### config.mk
export PLATFORM = sky130hd
export DESIGN_NAME = sensor_moving_average
export DESIGN_NICKNAME = d
export VERILOG_FILES = /design/src/hw/rtl/sma_pkg.sv /design/src/hw/rtl/sma_ring.sv /design/src/hw/rtl/sma_div.sv /design/src/hw/rtl/sensor_moving_average.sv
export SDC_FILE = /design/constraint.sdc
export NUM_CORES = 1
export LEC_CHECK = 0
export BUFFER_PORTS_ARGS = -buffer_cell sky130_fd_sc_hd__buf_2
export CAP_MARGIN = 20
export CORE_MARGIN = 3
export CORE_UTILIZATION = 50
export CTS_CLUSTER_DIAMETER = 80
export DETAILED_ROUTE_END_ITERATION = 7
export PLACE_DENSITY = 0.66
export SYNTH_ARGS = -nofsm -noshare
export SYNTH_HDL_FRONTEND = slang
export SYNTH_HIERARCHICAL = 1
export SYNTH_SLANG_ARGS = --single-unit
export TNS_END_PERCENT = 1
### constraint.sdc
create_clock -name clk_i -period 9.7 [get_ports clk_i]
set_input_delay 0.97 -clock clk_i [delete_from_list [all_inputs] [get_ports clk_i]]
set_output_delay 0.97 -clock clk_i [all_outputs]
set_load 0.01 [all_outputs]
### src/hw/rtl/sma_pkg.sv
package sma_pkg;

  localparam int MAX_WINDOW = 64;

  localparam int SAMPLE_W = 16;
  localparam int SUM_W    = 22;
  localparam int AVG_W    = 24;
  localparam int WIN_W    = 7;
  localparam int FRAC_W   = 8;

  localparam int SLOT_W   = (MAX_WINDOW > 1) ? $clog2(MAX_WINDOW) : 1;
  localparam int EFF_W    = $clog2(MAX_WINDOW + 1);
  localparam int TOTAL_W  = SAMPLE_W + $clog2(MAX_WINDOW + 1);
  localparam int DIVD_W   = TOTAL_W + FRAC_W;
  localparam int CNT_W    = $clog2(DIVD_W + 1);

  localparam int PADDR_W  = 3;
  localparam int PDATA_W  = 32;
  localparam int IN_TDATA_W  = 16;
  localparam int OUT_TDATA_W = 64;

  localparam logic [WIN_W-1:0] WINDOW_RESET = WIN_W'(3);

  typedef struct packed {
    logic                rd_en;
    logic                wr_en;
    logic                clear;
    logic [SLOT_W-1:0]   addr;
    logic [SAMPLE_W-1:0] wdata;
  } ring_req_t;

endpackage

### src/hw/rtl/sma_ring.sv
module sma_ring (
  input  logic                         clk_i,
  input  logic                         rst_ni,
  input  sma_pkg::ring_req_t           req_i,
  output logic [sma_pkg::SAMPLE_W-1:0] rd_data_o
);

  logic [sma_pkg::SAMPLE_W-1:0] mem [sma_pkg::MAX_WINDOW];
  logic [sma_pkg::MAX_WINDOW-1:0] valid_q;
  logic [sma_pkg::SAMPLE_W-1:0] rdata_q;
  logic                         rvalid_q;

  always_ff @(posedge clk_i) begin
    if (req_i.wr_en) begin
      mem[req_i.addr] <= req_i.wdata;
    end
    if (req_i.rd_en) begin
      rdata_q <= mem[req_i.addr];
    end
  end

  // an entry not written since the last clear reads as zero
  always_ff @(posedge clk_i or negedge rst_ni) begin
    if (!rst_ni) begin
      valid_q  <= '0;
      rvalid_q <= 1'b0;
    end else begin
      if (req_i.rd_en) begin
        rvalid_q <= valid_q[req_i.addr];
      end
      if (req_i.clear) begin
        valid_q <= '0;
      end else if (req_i.wr_en) begin
        valid_q[req_i.addr] <= 1'b1;
      end
    end
  end

  assign rd_data_o = rvalid_q ? rdata_q : '0;

endmodule

### src/hw/rtl/sma_div.sv
module sma_div (
  input  logic                       clk_i,
  input  logic                       rst_ni,
  input  logic                       start_i,
  input  logic [sma_pkg::DIVD_W-1:0] dividend_i,
  input  logic [sma_pkg::EFF_W-1:0]  divisor_i,
  output logic                       busy_o,
  output logic [sma_pkg::DIVD_W-1:0] quotient_o
);

  logic                       busy_q;
  logic [sma_pkg::CNT_W-1:0]  cnt_q;
  logic [sma_pkg::DIVD_W-1:0] acc_q;
  logic [sma_pkg::EFF_W-1:0]  rem_q;
  logic [sma_pkg::EFF_W-1:0]  dvs_q;
  logic [sma_pkg::EFF_W:0]    trial;
  logic [sma_pkg::EFF_W:0]    diff;

  // restoring divide, one quotient bit per cycle, shifted into acc_q
  assign trial = {rem_q, acc_q[sma_pkg::DIVD_W-1]};
  assign diff  = trial - {1'b0, dvs_q};

  always_ff @(posedge clk_i or negedge rst_ni) begin
    if (!rst_ni) begin
      busy_q <= 1'b0;
      cnt_q  <= '0;
    end else if (start_i) begin
      busy_q <= 1'b1;
      cnt_q  <= sma_pkg::CNT_W'(sma_pkg::DIVD_W);
    end else if (busy_q) begin
      cnt_q <= cnt_q - sma_pkg::CNT_W'(1);
      if (cnt_q == sma_pkg::CNT_W'(1)) begin
        busy_q <= 1'b0;
      end
    end
  end

  always_ff @(posedge clk_i) begin
    if (start_i) begin
      acc_q <= dividend_i;
      rem_q <= '0;
      dvs_q <= divisor_i;
    end else if (busy_q) begin
      if (!diff[sma_pkg::EFF_W]) begin
        rem_q <= diff[sma_pkg::EFF_W-1:0];
      end else begin
        rem_q <= trial[sma_pkg::EFF_W-1:0];
      end
      acc_q <= {acc_q[sma_pkg::DIVD_W-2:0], ~diff[sma_pkg::EFF_W]};
    end
  end

  assign busy_o     = busy_q;
  assign quotient_o = acc_q;

endmodule

### src/hw/rtl/sensor_moving_average.sv
// Boxcar moving average over the last window_size 16-bit converter samples.
// Slave stream: one sample per transfer. Master stream: one result per
// sample, holding the sample, the exact window sum and the average in
// unsigned Q8, truncated. Window register at APB address 0; a write clears
// the sample ring, the write slot and the running sum. Write it only while
// the block is idle.
// Flow: tready is high only while idle. The transfer in also reads the
// oldest ring entry; the next cycle updates the sum and ring and starts the
// bit-serial divider, which gives one quotient bit per cycle; the divide
// state waits for it to finish and the output state then loads the output
// register. A new sample is taken only once the block is back in idle. A
// window of zero skips the ring and the divider and goes from idle straight
// to the output state, which loads the output register.
// The output register decouples the two sides: a new sample is taken while
// the last result waits; if the receiver still stalls when the next result
// is ready, the block holds it and stays busy.
// Reset: window 3, ring reads as all zeros (valid bits cleared at once),
// sum and slot zero; no clearing pass is needed.
module sensor_moving_average (
  input  logic                                clk_i,
  input  logic                                rst_ni,
  // sample [15:0]
  input  logic [sma_pkg::IN_TDATA_W-1:0]      s_axis_tdata_i,
  input  logic                                s_axis_tvalid_i,
  output logic                                s_axis_tready_o,
  // sample_echo [15:0], window_sum [37:16], average_q8 [61:38], zero [63:62]
  output logic [sma_pkg::OUT_TDATA_W-1:0]     m_axis_tdata_o,
  output logic                                m_axis_tvalid_o,
  input  logic                                m_axis_tready_i,
  input  logic                                psel_i,
  input  logic                                penable_i,
  input  logic                                pwrite_i,
  input  logic [sma_pkg::PADDR_W-1:0]         paddr_i,
  input  logic [sma_pkg::PDATA_W-1:0]         pwdata_i,
  output logic [sma_pkg::PDATA_W-1:0]         prdata_o,
  output logic                                pready_o
);

  localparam logic [1:0] ST_IDLE = 2'd0;
  localparam logic [1:0] ST_UPD  = 2'd1;
  localparam logic [1:0] ST_DIV  = 2'd2;
  localparam logic [1:0] ST_OUT  = 2'd3;

  logic [1:0]                     state_q, state_d;
  logic [sma_pkg::WIN_W-1:0]      window_q;
  logic [sma_pkg::EFF_W-1:0]      eff;
  logic [sma_pkg::SLOT_W-1:0]     slot_q, slot_next;
  logic [sma_pkg::TOTAL_W-1:0]    total_q, total_d;
  logic [sma_pkg::SAMPLE_W-1:0]   sample_q;
  logic                           zero_win_q;
  logic                           cfg_wr;
  logic                           in_xfer;
  logic                           out_load;
  logic                           m_tvalid_q;
  logic [sma_pkg::SAMPLE_W-1:0]   echo_q;
  logic [sma_pkg::SUM_W-1:0]      sum_q;
  logic [sma_pkg::AVG_W-1:0]      avg_q;
  logic [sma_pkg::SAMPLE_W-1:0]   old_sample;
  sma_pkg::ring_req_t             ring_req;
  logic                           div_start;
  logic                           div_busy;
  logic [sma_pkg::DIVD_W-1:0]     quotient;

  assign pready_o = 1'b1;
  assign cfg_wr   = psel_i && penable_i && pwrite_i && !paddr_i[2];
  assign prdata_o = paddr_i[2] ? '0 : sma_pkg::PDATA_W'(window_q);

  assign eff = (32'(window_q) > sma_pkg::MAX_WINDOW) ? sma_pkg::EFF_W'(sma_pkg::MAX_WINDOW)
                                                     : sma_pkg::EFF_W'(window_q);

  assign s_axis_tready_o = (state_q == ST_IDLE);
  assign in_xfer         = s_axis_tvalid_i && s_axis_tready_o;
  assign out_load        = (state_q == ST_OUT) && (!m_tvalid_q || m_axis_tready_i);

  assign slot_next = (32'(slot_q) + 1 >= 32'(eff)) ? '0 : slot_q + sma_pkg::SLOT_W'(1);
  assign total_d   = total_q - sma_pkg::TOTAL_W'(old_sample) + sma_pkg::TOTAL_W'(sample_q);
  assign div_start = (state_q == ST_UPD);

  always_comb begin
    ring_req.rd_en = in_xfer && (eff != '0);
    ring_req.wr_en = (state_q == ST_UPD);
    ring_req.clear = cfg_wr;
    ring_req.addr  = slot_q;
    ring_req.wdata = sample_q;
  end

  always_comb begin
    state_d = state_q;
    case (state_q)
      ST_IDLE: begin
        if (in_xfer) begin
          state_d = (eff == '0) ? ST_OUT : ST_UPD;
        end
      end
      ST_UPD: begin
        state_d = ST_DIV;
      end
      ST_DIV: begin
        if (!div_busy) begin
          state_d = ST_OUT;
        end
      end
      ST_OUT: begin
        if (out_load) begin
          state_d = ST_IDLE;
        end
      end
      default: begin
        state_d = ST_IDLE;
      end
    endcase
  end

  always_ff @(posedge clk_i or negedge rst_ni) begin
    if (!rst_ni) begin
      state_q    <= ST_IDLE;
      window_q   <= sma_pkg::WINDOW_RESET;
      slot_q     <= '0;
      total_q    <= '0;
      m_tvalid_q <= 1'b0;
    end else begin
      state_q <= state_d;
      if (cfg_wr) begin
        window_q <= pwdata_i[sma_pkg::WIN_W-1:0];
        slot_q   <= '0;
        total_q  <= '0;
      end else if (state_q == ST_UPD) begin
        slot_q  <= slot_next;
        total_q <= total_d;
      end
      if (out_load) begin
        m_tvalid_q <= 1'b1;
      end else if (m_axis_tready_i) begin
        m_tvalid_q <= 1'b0;
      end
    end
  end

  always_ff @(posedge clk_i) begin
    if (in_xfer) begin
      sample_q   <= s_axis_tdata_i[sma_pkg::SAMPLE_W-1:0];
      zero_win_q <= (eff == '0);
    end
    if (state_q == ST_UPD) begin
      sum_q <= total_d[sma_pkg::SUM_W-1:0];
    end
    if (out_load) begin
      echo_q <= sample_q;
      if (zero_win_q) begin
        // pass-through: no ring update, sum reads as zero
        avg_q <= {sample_q, {sma_pkg::FRAC_W{1'b0}}};
      end else begin
        avg_q <= quotient[sma_pkg::AVG_W-1:0];
      end
    end
  end

  logic [sma_pkg::SUM_W-1:0] sum_out;
  assign sum_out = zero_win_q ? '0 : sum_q;

  // sum_out follows zero_win_q, which only changes on a new transfer in;
  // capture it with the rest of the result
  logic [sma_pkg::SUM_W-1:0] sum_out_q;
  always_ff @(posedge clk_i) begin
    if (out_load) begin
      sum_out_q <= sum_out;
    end
  end

  assign m_axis_tvalid_o = m_tvalid_q;
  assign m_axis_tdata_o  = {2'b00, avg_q, sum_out_q, echo_q};

  sma_ring u_ring (
    .clk_i     (clk_i),
    .rst_ni    (rst_ni),
    .req_i     (ring_req),
    .rd_data_o (old_sample)
  );

  sma_div u_div (
    .clk_i      (clk_i),
    .rst_ni     (rst_ni),
    .start_i    (div_start),
    .dividend_i ({sma_pkg::FRAC_W'(0), total_d} << sma_pkg::FRAC_W),
    .divisor_i  (eff),
    .busy_o     (div_busy),
    .quotient_o (quotient)
  );

  a_ready_not_busy: assert property (@(posedge clk_i) disable iff (!rst_ni)
    s_axis_tready_o |-> !div_busy)
    else $error("input ready while divider busy");

  a_slot_in_window: assert property (@(posedge clk_i) disable iff (!rst_ni)
    (eff != '0) |-> (32'(slot_q) < 32'(eff)))
    else $error("write slot outside window");

  a_cfg_clears_sum: assert property (@(posedge clk_i) disable iff (!rst_ni)
    cfg_wr |=> (total_q == '0) && (slot_q == '0))
    else $error("window write did not clear state");

endmodule

== Yosys cells after proc, flatten, opt, wreduce, memory -nomap -nowiden ==
Memories as Yosys holds them, arrays and structs flattened. A register that Yosys moved wholly into a read port is not among the register bits.
Cells that the tools add are included.

* Flip-flop bits (word level): 256
* Bits in writable memories: 1024
* Word-level logic and storage cells: 89
* Memories: 1

* $add $sub $neg: 6
* $lt $le $gt $ge: 4
* Equality and inequality tests: 7
* Multiplexer cells: 32
* Bitwise gates (word level): 2
* Reduce and logical (&&, ||, !) cells: 17

{| class="wikitable"
|+ Memory list
! name !! depth !! width !! rd ports !! clocked after memory_dff !! wr ports !! line !! RTL
|-
| u_ring.mem || 64 || 16 || 1 || 1 || 1 || sma_ring.sv:8 || <nowiki>logic [sma_pkg::SAMPLE_W-1:0] mem [sma_pkg::MAX_WINDOW];</nowiki>
|}

{| class="wikitable"
|+ Operators with widths
! kind !! count
|-
| 64-bit 2-to-1 mux || 2
|-
| 64-bit OR || 1
|-
| 31-bit 2-to-1 mux || 2
|-
| 23-bit 2-to-1 mux || 2
|-
| 24-bit 2-to-1 mux || 1
|-
| 23-bit by 16-bit adder with 23-bit output || 1
|-
| 23-bit by 16-bit subtractor with 23-bit output || 1
|-
| 7-bit 2-to-1 mux || 3
|-
| 6-bit 2-to-1 mux || 3
|-
| 16-bit 2-to-1 mux || 1
|-
| 5-bit 2-to-1 mux || 2
|-
| 1-bit 2-to-1 mux || 9
|-
| 2-bit 2-to-1 mux || 4
|-
| 2-bit case mux with 4 select lines || 1
|-
| 8-bit by 7-bit subtractor with 8-bit output || 1
|-
| 6-bit by 1-bit adder with 7-bit output (second input constant) || 1
|-
| 7-bit >= comparator || 1
|-
| 7-bit greater-than comparator (second input constant) || 1
|-
| 1-bit logical AND || 7
|-
| 7-bit zero test || 1
|-
| 6-bit by 7-bit less-than comparator with 1-bit output (second input constant) || 1
|-
| 7-bit nonzero test || 1
|-
| 6-bit by 1-bit adder with 6-bit output (second input constant) || 1
|-
| 1-bit binary-select mux with 6-bit select || 1
|-
| other kinds (14) || 19
|}

== Logic depth before layout (Yosys ltp) ==
* Word-level depth: 7
* Mapped depth: 13
* Depth with buffers taken out: 12

== Cells and area by module ==
The synthesis kept the hierarchy.

{| class="wikitable"
|+ Modules (own cells, without submodules)
! module !! times used !! cells each !! area each (µm²) !! seq. area each (µm²)
|-
| sma_ring || 1 || 2437 || 43346.6 || 32856.5
|-
| sensor_moving_average || 1 || 644 || 7514.7 || 4011.3
|-
| sma_div || 1 || 191 || 2516.2 || 1431.4
|}

== Worst setup path after synthesis ==
Ideal clock, no wire load.

* Path kind: reg-to-reg
* Start point: register sample_q[3] in the netlist's numbering
* End point: register u_div.acc_q, in the netlist u_div/quotient_o[23] (data pin)
* Data arrival time: 3.532 ns
* Data required time: 9.440 ns
* Slack: 5.908 ns
* Cell stages (with the launch flop): 13
* Buffers on the path: 0
* Period minus slack after synthesis: 3.792 ns
* Cells stage by stage: edfxtp_1 -> inv_1 -> fa_1 -> inv_1 -> ha_1 -> a21o_1 -> a21oi_2 -> a211oi_2 -> o21ai_1 -> a21boi_0 -> or3_1 -> and2_1 -> mux2_2

* Longest elaborated chain between the ends: 2

{| class="wikitable"
|+ RTL lines
! element !! line !! RTL
|-
| start: declaration || sensor_moving_average.sv:49 || <nowiki>logic [sma_pkg::SAMPLE_W-1:0] sample_q;</nowiki>
|-
| start signal: assignment || sensor_moving_average.sv:141 || <nowiki>sample_q <= s_axis_tdata_i[sma_pkg::SAMPLE_W-1:0];</nowiki>
|-
| 23-bit by 16-bit adder with 23-bit output || sensor_moving_average.sv:76 || <nowiki>assign total_d = total_q - sma_pkg::TOTAL_W'(old_sample) + sma_pkg::TOTAL_W'(sample_q);</nowiki>
|-
| via total_d (one bit) || sensor_moving_average.sv:48 || <nowiki>logic [sma_pkg::TOTAL_W-1:0] total_q, total_d;</nowiki>
|-
| 31-bit 2-to-1 mux || sma_div.sv:39 || <nowiki>if (start_i) begin</nowiki>
|-
| end signal: assignment || sma_div.sv:40 || <nowiki>acc_q <= dividend_i;</nowiki>
|-
| end signal: assignment || sma_div.sv:49 || <nowiki>acc_q <= {acc_q[sma_pkg::DIVD_W-2:0], ~diff[sma_pkg::EFF_W]};</nowiki>
|-
| end: declaration || sma_div.sv:13 || <nowiki>logic [sma_pkg::DIVD_W-1:0] acc_q;</nowiki>
|}

The timed path passes the listed nets, and every way through them passes these cells.
A chain may end at the register's enable or synchronous reset.

==> results.cfg <==
[worst_hold_path]
hold_class = in -> async

[critical_path]
critical_path.top_delay_family = buffers and inverters
crit_type = reg -> reg
path_cells = buf_12 -> buf_4 -> nor2b_2 -> buf_4 -> a221oi_1 -> o22ai_1 -> a22oi_1 -> nand4_1
reg2reg_setup_slack_ps = 5280
required_ps = 10250
rr_startpoint = slot_q[2]$_DFFE_PN0P_
startpoint_type = flip-flop
cp.arrival_ps = 4970
regToRegEndpoint = u_ring/rdata_q[6]$_DFFE_PP_
critPathCaptureType = flip-flop
critical_path.max_fanout = 134
cp_slowest_cell = buf_4
cp_num_buf_inv = 3
reg2reg_depth = 8
critical_path.most_common_cell = buf_4
cp.depth = 8
slowest_delay_ps = 720

[logic_synthesis]
async_flop_share = 0.0849
synth_top_area_frac = 0.663
ys_warn_count = 6
synthCells = 3272
synth.most_common_cell = edfxtp_1
yosysTopAreaCell = edfxtp_1
avgSynthCellArea_um2 = 16.3
synth_seq_area_share = 0.718
synth_edf_count = 1179
synthDistinctLibCells = 96
mappedNetlistArea_um2 = 53400
synth.area.top_cells = edfxtp_1 (66%), dfrtp_1 (5.1%), mux4_2 (3.9%), mux2_2 (2.8%), mux2i_1 (2.0%)
synth_common_cells = edfxtp_1 (1,179), nor2_1 (249), nand2_1 (175)
synth-seq-cells = 1296
ys.flop_type = edfxtp_1

[global_routing]
overflow = 0
grt_antenna_before_repair = 8
grt_pass1_vias = 29500
grt_max_degree = 135
grt_use_total = 0.260
grt_pass1_wl_um = 209000

[cells_and_area]
final_area_um2 = 60000
syn2layout_area_growth_pct = 12.3
final_cell_count_no_fill = 4956
n_fill_cell = 8048
nNetsFinal = 3576
drive_above_1_share = 0.208

[detailed_routing]
viasPerCell = 6.29
drt_first_pass_iters = 5
num_vias = 31200
postRouteAntennaNets = 0
drc = 0
drt_iter0_markers = 4222
wl_per_cell_um = 29.1
routed_wl_um = 144000

[pwr]
p_per_area_nw_per_um2 = 297
peakVddDrop_v = 0.000196
p_leak_nw = 20.5
fin_total_pwr_mw = 17.8

[sta]
tns_ps = 0
post-route-min-period_ps = 4420
hold_ws_ps = 183
setup_violations = 0
tightestPinTransition_ps = 1180
max_freq_mhz = 226
final_hold_viol_count = 0
slew_headroom = 0.206
slew_violations = 0
rsz0062_at_grt = no
fin_crit_sh = 0.456
fin_skew_ps = 30.2

[die]
die_area_um2 = 111000
rows = 119
die_w_um = 333
die_h_um = 333
core_area_um2 = 106000
boundaryPins = 157
start_util = 0.506

[clocking]
cts_buffer_depth = 3
clk_pin_slew_ps = 60
cts_tree = done
post_cts_buffers = 0
numCtsBuffers = 132
hold_buffers = 0
worstSkewPairLatency_ps = 770
cts_resized = 0
cts.htree.levels = 4
cts_sinks = 1296
clock-root-buffer = clkbuf_16

[placed_design]
port_buffers = 101
placedCellCount = 4706
dp_hpwl_um = 83700
place_area_um2 = 55600
place_congestion = 0.949

[status]
status = completed

[flow_run]
maxCapViolCount = 0
metal layers:
metal | up-vias | GRT usage | wire [um]
li1 | 13100 | - | -
met3 | 355 | 0.0567 | 15500
met2 | 1839 | 0.389 | 65000
met5 | - | 0 | 0
met4 | 0 | 0.117 | 6890
met1 | 15900 | 0.370 | 57100
how the worst max path moves through the flow:
stage,start,to,slack (ps)
2_1_floorplan,sample_q[3]$_DFFE_PP_,u_div/quotient_o[23]$_DFFE_PP_,5910
3_3_place_gp,slot_q[2]$_DFFE_PN0P_,u_ring/rdata_q[7]$_DFFE_PP_,5290
3_5_place_dp,slot_q[2]$_DFFE_PN0P_,u_ring/rdata_q[7]$_DFFE_PP_,5310
4_1_cts,slot_q[2]$_DFFE_PN0P_,u_ring/rdata_q[7]$_DFFE_PP_,5300
5_1_grt,slot_q[2]$_DFFE_PN0P_,u_ring/rdata_q[10]$_DFFE_PP_,5190
6_report,slot_q[2]$_DFFE_PN0P_,u_ring/rdata_q[6]$_DFFE_PP_,5280
state kept, by name, summed over array words and instances (netlist names), 2 cells and up:
name / cells
avg_q: 24
echo_q: 16
sample_q: 16
slot_q: 6
state_q: 2
sum_out_q: 22
sum_q: 22
total_q: 23
u_div/cnt_q: 5
u_div/dvs_q: 7
u_div/quotient_o: 31
u_div/rem_q: 7
u_ring/mem: 1024
u_ring/rdata_q: 16
u_ring/valid_q: 64
window_q: 7
cell families after synthesis:
group           synth area share
xor+xnor                 0.00459
fa+ha+maj                 0.0167
other cells             0.000141
buf+inv                   0.0328
flops                      0.718
compound gates            0.0803
simple gates              0.0584
mux                       0.0895
cells in the final DEF (no fill, tap or decap), drive strengths merged, types with 48 or more instances in the layout:
cell type / count
edfxtp: 1179
nor2: 249
buf: 230
clkbuf: 186
nand2: 175
mux2: 146
a221oi: 119
dfrtp: 108
inv: 105
mux2i: 104
mux4: 92
a22oi: 89
a21oi: 78
o21ai: 65
o22ai: 50
nor2b: 48
where the power goes:
group	internal [mW]	total, mW	leakage (nW)	switching (mW)
clock network	2.88	4.98	2.08	2.09
registers	6.88	7.08	12.2	0.208
logic	2.02	5.77	6.22	3.74
total	11.8	17.8	20.5	6.05
area by class of cell:
type,count,area (um2),share of cell area
Sequential cell,1296,38300,0.639
Clock buffer,185,3770,0.0629
Tap cell,1391,1740,0.0290
Inverter,103,389,0.00649
Multi-Input combinational cell,1693,13600,0.227
Clock inverter,54,484,0.00808
Antenna cell,3,7.51,0.000125
Timing Repair Buffer,231,1640,0.0274
per-stage QoR:
step / utilization / worst slack [ps]
floorplan: - / 5910
global placement: 0.526 / 5290
detailed placement: 0.526 / 5310
CTS: 0.567 / 5300
global route: 0.568 / 5190
finish: 0.568 / 5280
Power figures use the tool's default switching activity.
